<file path="config.mk">
export PLATFORM = sky130hd
export DESIGN_NAME = mip_chain_size_calculator_top
export DESIGN_NICKNAME = d
export VERILOG_FILES = /design/src/design/mcs_pkg.sv /design/src/design/mcs_cell.sv /design/src/design/mip_chain_size_calculator_top.sv
export VERILOG_INCLUDE_DIRS = /design/src /design/src/design
export SDC_FILE = /design/constraint.sdc
export NUM_CORES = 2
export LEC_CHECK = 0
export BUFFER_PORTS_ARGS = -buffer_cell sky130_fd_sc_hd__buf_2
export CORE_MARGIN = 2
export CORE_UTILIZATION = 45
export DETAILED_ROUTE_END_ITERATION = 10
export PLACE_DENSITY = 0.62
export SETUP_SLACK_MARGIN = 0.1
export SLEW_MARGIN = 20
export SYNTH_ARGS = -nofsm -noshare
export SYNTH_HDL_FRONTEND = slang
export SYNTH_SLANG_ARGS = --single-unit
</file>
<file path="constraint.sdc">
create_clock -name clk -period 23.6 [get_ports clk]
set_clock_uncertainty 0.2 [all_clocks]
set_input_delay 4.72 -clock clk [delete_from_list [all_inputs] [get_ports clk]]
set_output_delay 4.72 -clock clk [all_outputs]
set_load 0.05 [all_outputs]
</file>
<file path="src/design/mip_chain_size_calculator_top_defines.svh">
// Assertion macros shared by the mip chain size calculator RTL.
// No dependencies; included by files that carry concurrent assertions.
`ifndef MIP_CHAIN_SIZE_CALCULATOR_TOP_DEFINES_SVH
`define MIP_CHAIN_SIZE_CALCULATOR_TOP_DEFINES_SVH
// Assert an implication on every clock edge outside reset.
`define MCS_ASSERT_IMP(label, clk, rst_n, ante, cons, msg) \
	label: assert property (@(posedge clk) disable iff (!rst_n) (ante) |-> (cons)) \
		else $error(msg);
// Assert an implication in the next cycle.
`define MCS_ASSERT_NEXT(label, clk, rst_n, ante, cons, msg) \
	label: assert property (@(posedge clk) disable iff (!rst_n) (ante) |=> (cons)) \
		else $error(msg);
`endif

</file>
<file path="src/design/mcs_pkg.sv">
// Package for the mip chain size calculator: widths, state type, pipeline token.
// No dependencies.
`default_nettype none
package mcs_pkg;
	localparam int DIM_BITS   = 16;
	localparam int MAX_LEVELS = 31;
	localparam int LVL_BITS   = 5;
	localparam int SUM_BITS   = 64;
	localparam int BASE_BITS  = 21; // bytes_per_texel * slice_count

	typedef enum logic [1:0] {ST_IDLE, ST_RUN, ST_DRAIN, ST_OUT} state_t;

	// token handed from stage to stage of the multiply pipeline: one level in flight
	typedef struct packed {
		logic                vld;
		logic [LVL_BITS-1:0] lvl;
	} tok_t;
endpackage
`default_nettype wire

</file>
<file path="src/design/mcs_cell.sv">
// One cell of the level chain: halves its dimension with round-up each cycle it is not loaded.
// Depends on mcs_pkg.
`default_nettype none
module mcs_cell import mcs_pkg::*; (
	input  wire logic                clk,
	input  wire logic                arst_n,
	input  wire logic                load,
	input  wire logic [DIM_BITS-1:0] dim_in,
	output logic      [DIM_BITS-1:0] dim_q
);
	// hold current level's dimension; advance = ceil(dim/2)
	always_ff @(posedge clk or negedge arst_n) begin
		if (!arst_n) begin
			dim_q <= '0;
		end else if (load) begin
			dim_q <= dim_in;
		end else begin
			dim_q <= DIM_BITS'(({1'b0, dim_q} + 1'b1) >> 1);
		end
	end
endmodule
`default_nettype wire

</file>
<file path="src/design/mip_chain_size_calculator_top.sv">
// Top level of the mip chain size calculator: stream ports, control, adder.
// Depends on mcs_pkg, mcs_cell and the assertion macro header.
//
// One item at a time. After acceptance, three dimension cells (width, height,
// depth) step one mip level per cycle, each rounding its dimension up as it
// halves it, so level k holds ceil(dim / 2^k). Each level size goes through
// a two-stage multiply pipeline (w*h and base*d, then the two products) and
// into a 64-bit accumulator. Once the last level has left the pipeline, the
// result waits in an output register, and a new transaction is taken in the
// cycle after that register has been emptied.
`default_nettype none
`include "mip_chain_size_calculator_top_defines.svh"
module mip_chain_size_calculator_top import mcs_pkg::*; (
	input  wire logic        clk,
	input  wire logic        arst_n,
	input  wire logic        s_tvalid,
	output logic             s_tready,
	// width[15:0], height[31:16], depth[47:32], slice_count[63:48],
	// bytes_per_texel[68:64], levels_wanted[73:69], zero pad [79:74]
	input  wire logic [79:0] s_tdata,
	output logic             m_tvalid,
	input  wire logic        m_tready,
	// total_bytes[63:0], full_mip_count[68:64], zero pad [71:69]
	output logic      [71:0] m_tdata
);
	state_t state_q, state_d;
	logic   acc_in;
	logic   [LVL_BITS-1:0] lvl_q;      // levels remaining to issue
	logic   [BASE_BITS-1:0] base_q;    // bytes per texel times slices
	logic   [SUM_BITS-1:0] total_q;
	logic   [LVL_BITS-1:0] fmc_q;
	logic   [DIM_BITS-1:0] w_q, h_q, d_q;
	logic   [2*DIM_BITS-1:0] wh_s1;
	logic   [BASE_BITS+DIM_BITS-1:0] bd_s1;
	logic   [SUM_BITS-1:0] size_s2;
	tok_t   tok_s1, tok_s2;
	logic   [DIM_BITS-1:0] in_w, in_h, in_d, largest;
	logic   [LVL_BITS-1:0] in_lv, fmc;

	assign in_w  = s_tdata[15:0];
	assign in_h  = s_tdata[31:16];
	assign in_d  = s_tdata[47:32];
	assign in_lv = s_tdata[73:69];
	assign acc_in = s_tvalid && s_tready;

	// full mip count from the largest dimension
	always_comb begin
		largest = in_w;
		if (in_h > largest) largest = in_h;
		if (in_d > largest) largest = in_d;
		fmc = LVL_BITS'(1);
		for (int i = DIM_BITS; i >= 1; i--) begin
			if ({1'b0, largest} > ((DIM_BITS+1)'(1) << (i - 1))) begin
				fmc = LVL_BITS'(i + 1);
				break;
			end
		end
	end

	mcs_cell u_cw (.clk, .arst_n, .load(acc_in), .dim_in(in_w), .dim_q(w_q));
	mcs_cell u_ch (.clk, .arst_n, .load(acc_in), .dim_in(in_h), .dim_q(h_q));
	mcs_cell u_cd (.clk, .arst_n, .load(acc_in), .dim_in(in_d), .dim_q(d_q));

	always_ff @(posedge clk or negedge arst_n) begin
		if (!arst_n) begin
			state_q <= ST_IDLE;
			lvl_q   <= '0;
			tok_s1  <= '0;
			tok_s2  <= '0;
		end else begin
			state_q <= state_d;
			if (acc_in) begin
				lvl_q <= in_lv;
			end else if (state_q == ST_RUN && lvl_q != '0) begin
				lvl_q <= lvl_q - 1'b1;
			end
			tok_s1.vld <= (state_q == ST_RUN) && (lvl_q != '0);
			tok_s1.lvl <= lvl_q;
			tok_s2     <= tok_s1;
		end
	end

	// payload: multiply pipeline and accumulator
	always_ff @(posedge clk) begin
		if (acc_in) begin
			base_q  <= BASE_BITS'(s_tdata[68:64] * s_tdata[63:48]);
			fmc_q   <= fmc;
			total_q <= '0;
		end else if (tok_s2.vld) begin
			total_q <= total_q + size_s2;
		end
		wh_s1   <= w_q * h_q;
		bd_s1   <= base_q * d_q;
		size_s2 <= SUM_BITS'(wh_s1 * bd_s1);
	end

	always_comb begin
		state_d = state_q;
		case (state_q)
			ST_IDLE:  if (acc_in) state_d = ST_RUN;
			ST_RUN:   if (lvl_q == '0 || lvl_q == LVL_BITS'(1)) state_d = ST_DRAIN;
			ST_DRAIN: if (!tok_s1.vld && !tok_s2.vld) state_d = ST_OUT;
			ST_OUT:   if (m_tready) state_d = ST_IDLE;
			default:  state_d = ST_IDLE;
		endcase
	end

	assign s_tready = (state_q == ST_IDLE);
	assign m_tvalid = (state_q == ST_OUT);
	assign m_tdata  = {3'b000, fmc_q, total_q};

	`MCS_ASSERT_IMP(a_excl, clk, arst_n, m_tvalid, !s_tready, "both sides active")
	`MCS_ASSERT_IMP(a_drain, clk, arst_n, m_tvalid, !tok_s1.vld && !tok_s2.vld,
		"result shown with level in flight")
	`MCS_ASSERT_NEXT(a_load, clk, arst_n, acc_in, state_q == ST_RUN, "no start after accept")
	`MCS_ASSERT_IMP(a_idle, clk, arst_n, s_tready, !tok_s1.vld, "token while idle")
endmodule
`default_nettype wire
</file>
==> impl_metrics.toml <==
[outcome]
status = "finished, final reports clean"

[logic_synthesis]
syn_area_mm2 = 0.07106
synth-main-ff-cell = "dfxtp_1"
synthArstFlopShare_pct = 20.36
avgSynthCellArea_um2 = 8.777
ys_seq_area_share_pct = 8.656
synth_warnings = 0
synth-seq-cells = 280
synth_edf_count = 26
synth_cell_types = 85
synth_cells = 8096

[grt]
grt_pass1_vias = 57415
grt_overflow = 0
antenna_found_initial = 2
track_usage_pct = 23.96
grt_pass1_wl_um = 309000
grt_max_degree = 111

[layout]
final_area_mm2 = 0.07484
diodes = 0
drive_gt1_share_pct = 4.241
final_common_cell = "inv_1"
most-common-layout-cells = "inv_1 (1725), nand2_1 (1540), fa_1 (1539), ha_1 (579), and2_1 (498)"
finalNetCount = 10168
final_cell_count_no_fill = 10052
area_delta_synth_final_pct = 5.321

[drt]
ant_nets = 0
routedWlPerCell_um = 18.66
first_iter_violations = 3347
vias_per_cell = 5.299
vias = 53270
drt_drc_violations_left = 0
wl_um = 187600
drt_pass1_iterations = 6

[clocking]
worst_skew_pair.late_latency_ps = 630
post-cts-setup-buffer-count = 0
clk_pin_slew_worst_paths_ps = 60
cts_buffer_depth = 3
cts-resized-gates = 0
cts_made_buffers = 37
cts.sinks = 280
cts_root_buffer = "clkbuf_16"
htreeDepth = 2
cts_tree = "built"
hold_buffers = 0

[floorplan]
io_pins = 158
die_x_um = 401.4
core_mm2 = 0.1566
fp.dieH_um = 401.4
dieArea_mm2 = 0.1611
initial_utilization_pct = 45.39
rows = 145

[timing]
whs_ps = 175.8
post-route-min-period_ps = 10760
tightest_slew_ps = 1018
finalHoldViolCount = 0
rsz0062_at_grt = "no"
finalSetupViolCount = 0
setup_tns_ps = 0
final_max_slew_viol_count = 0
fmax_ghz = 0.09294
relSlewSlack_pct = 31.93
period_share_pct = 45.59

[placed_design]
dpl.cell_count = 9985
io_buffers = 148
dp_hpwl_um = 145500
gp_congestion = 0.9176
place_area_mm2 = 0.07355

[setup_path]
cp_cell_sequence = "buf_2, inv_1, ha_1, nor2b_1, o21a_1, o21a_1, o21ai_1, nand4_1, nand3_1, and2_1, ha_1, a21o_1, a21o_1, a21oi_1, o221ai_1, and2_1, o311ai_1, or4b_4, o41ai_2, a21oi_1, nor3_1, o31a_1"
crit_required_ps = 23870
critPathKind = "input port to register"
path_max_fanout = 21
slowest_stage = "nand4_1"
worst_setup_path_start_kind = "input port"
cpLargestDelayFamily = "simple AND/OR/NAND/NOR gates"
critical_path_buf_inv_count = 2
crit_path_end_kind = "register"
cpPeakStageDelay_ps = 830
crit_arrival_ps = 11030

[run]
cap_violations = 0

[worst_hold_path]
min_path_type = "register to register"
## worst reg2reg max path: cells and delay by family (launching register included)
kind | cells | cell delay [ps]
AOI/OAI and AO/OA | 10 | 2600
buffers and inverters | 6 | 790
adders and majority gates | 9 | 4590
DFF | 1 | 310
and+or+nand+nor | 2 | 350
xor gates and xnor gates | 1 | 130
## metal layers
layer  global-route usage [%]  wire length (um)  share of wire [%]
met1                    31.49             77530                 41
met2                    41.86             93960                 50
met3                    2.669             10850                5.8
met4                    6.574              5279                2.8
met5                        0                 0                  0
## path summary, 6_finish.rpt
kind / from / endpoint / slack, ps / cells after the start
hold / removal: tok_s1[5] / tok_s2[5] / 180 / 0
setup / recovery: s_tdata[1] / fmc_q[0] / 12840 / 22
max in group asynchronous: arst_n / tok_s2[5] / 18520 / 2
hold reg to reg: tok_s1[5] / tok_s2[5] / 180 / 0
setup reg to reg: wh_s1[8] / size_s2[60] / 14520 / 28
min in group asynchronous: arst_n / u_ch.dim_q[9] / 4090 / 2
## kinds of logic after synthesis
kind of cell    Yosys count  share of synthesized area [%]
simple gates           2516                          15.99
buf+inv                2146                          11.38
fa+ha+maj              2118                          53.55
compound gates          737                          6.642
flops                   280                          8.656
xor+xnor                245                          3.020
mux                      53                         0.7501
other cells               1                       0.005277
## state kept, by name, indices dropped and copies added, names as in the netlist
signal / cells
u_cd.dim_q: 16
bd_s1: 37
tok_s2: 1
u_cw.dim_q: 16
base_q: 21
total_q: 64
wh_s1: 32
u_ch.dim_q: 16
tok_s1: 1
size_s2: 64
fmc_q: 5
lvl_q: 5
state_q: 2
## Yosys cell counts, drive strengths merged, types with 73 or more instances
cell type	n	share of area [%]
ha	579	10
xnor2	161	2.0
nand3	73	0.51
o21ai	161	1.1
nor2	180	0.95
dfxtp	197	5.5
and2	498	4.4
xor2	84	1.0
fa	1539	43
clkbuf	374	2.0
a21o	109	1.2
a21oi	219	1.5
nand2	1541	8.1
inv	1725	9.1
## through the flow
step,utilization [%],setup WS (ps)
floorplan,-,13690
CTS,47.80,12960
global placement,46.97,12040
detailed placement,46.98,12390
global route,47.80,12610
finish,47.80,12840
## layout make-up
type	count	area, um^2
inverter	1726	6484
clock inverter	18	257.7
timing repair buffer	249	1503
sequential	280	6155
fill	15126	81730
tap	2058	2575
clock buffer	49	1031
multi-input combinational	5672	56840
Power is not shown: default switching activity piles up to over one toggle a cycle in this logic, so the estimate is an artifact.
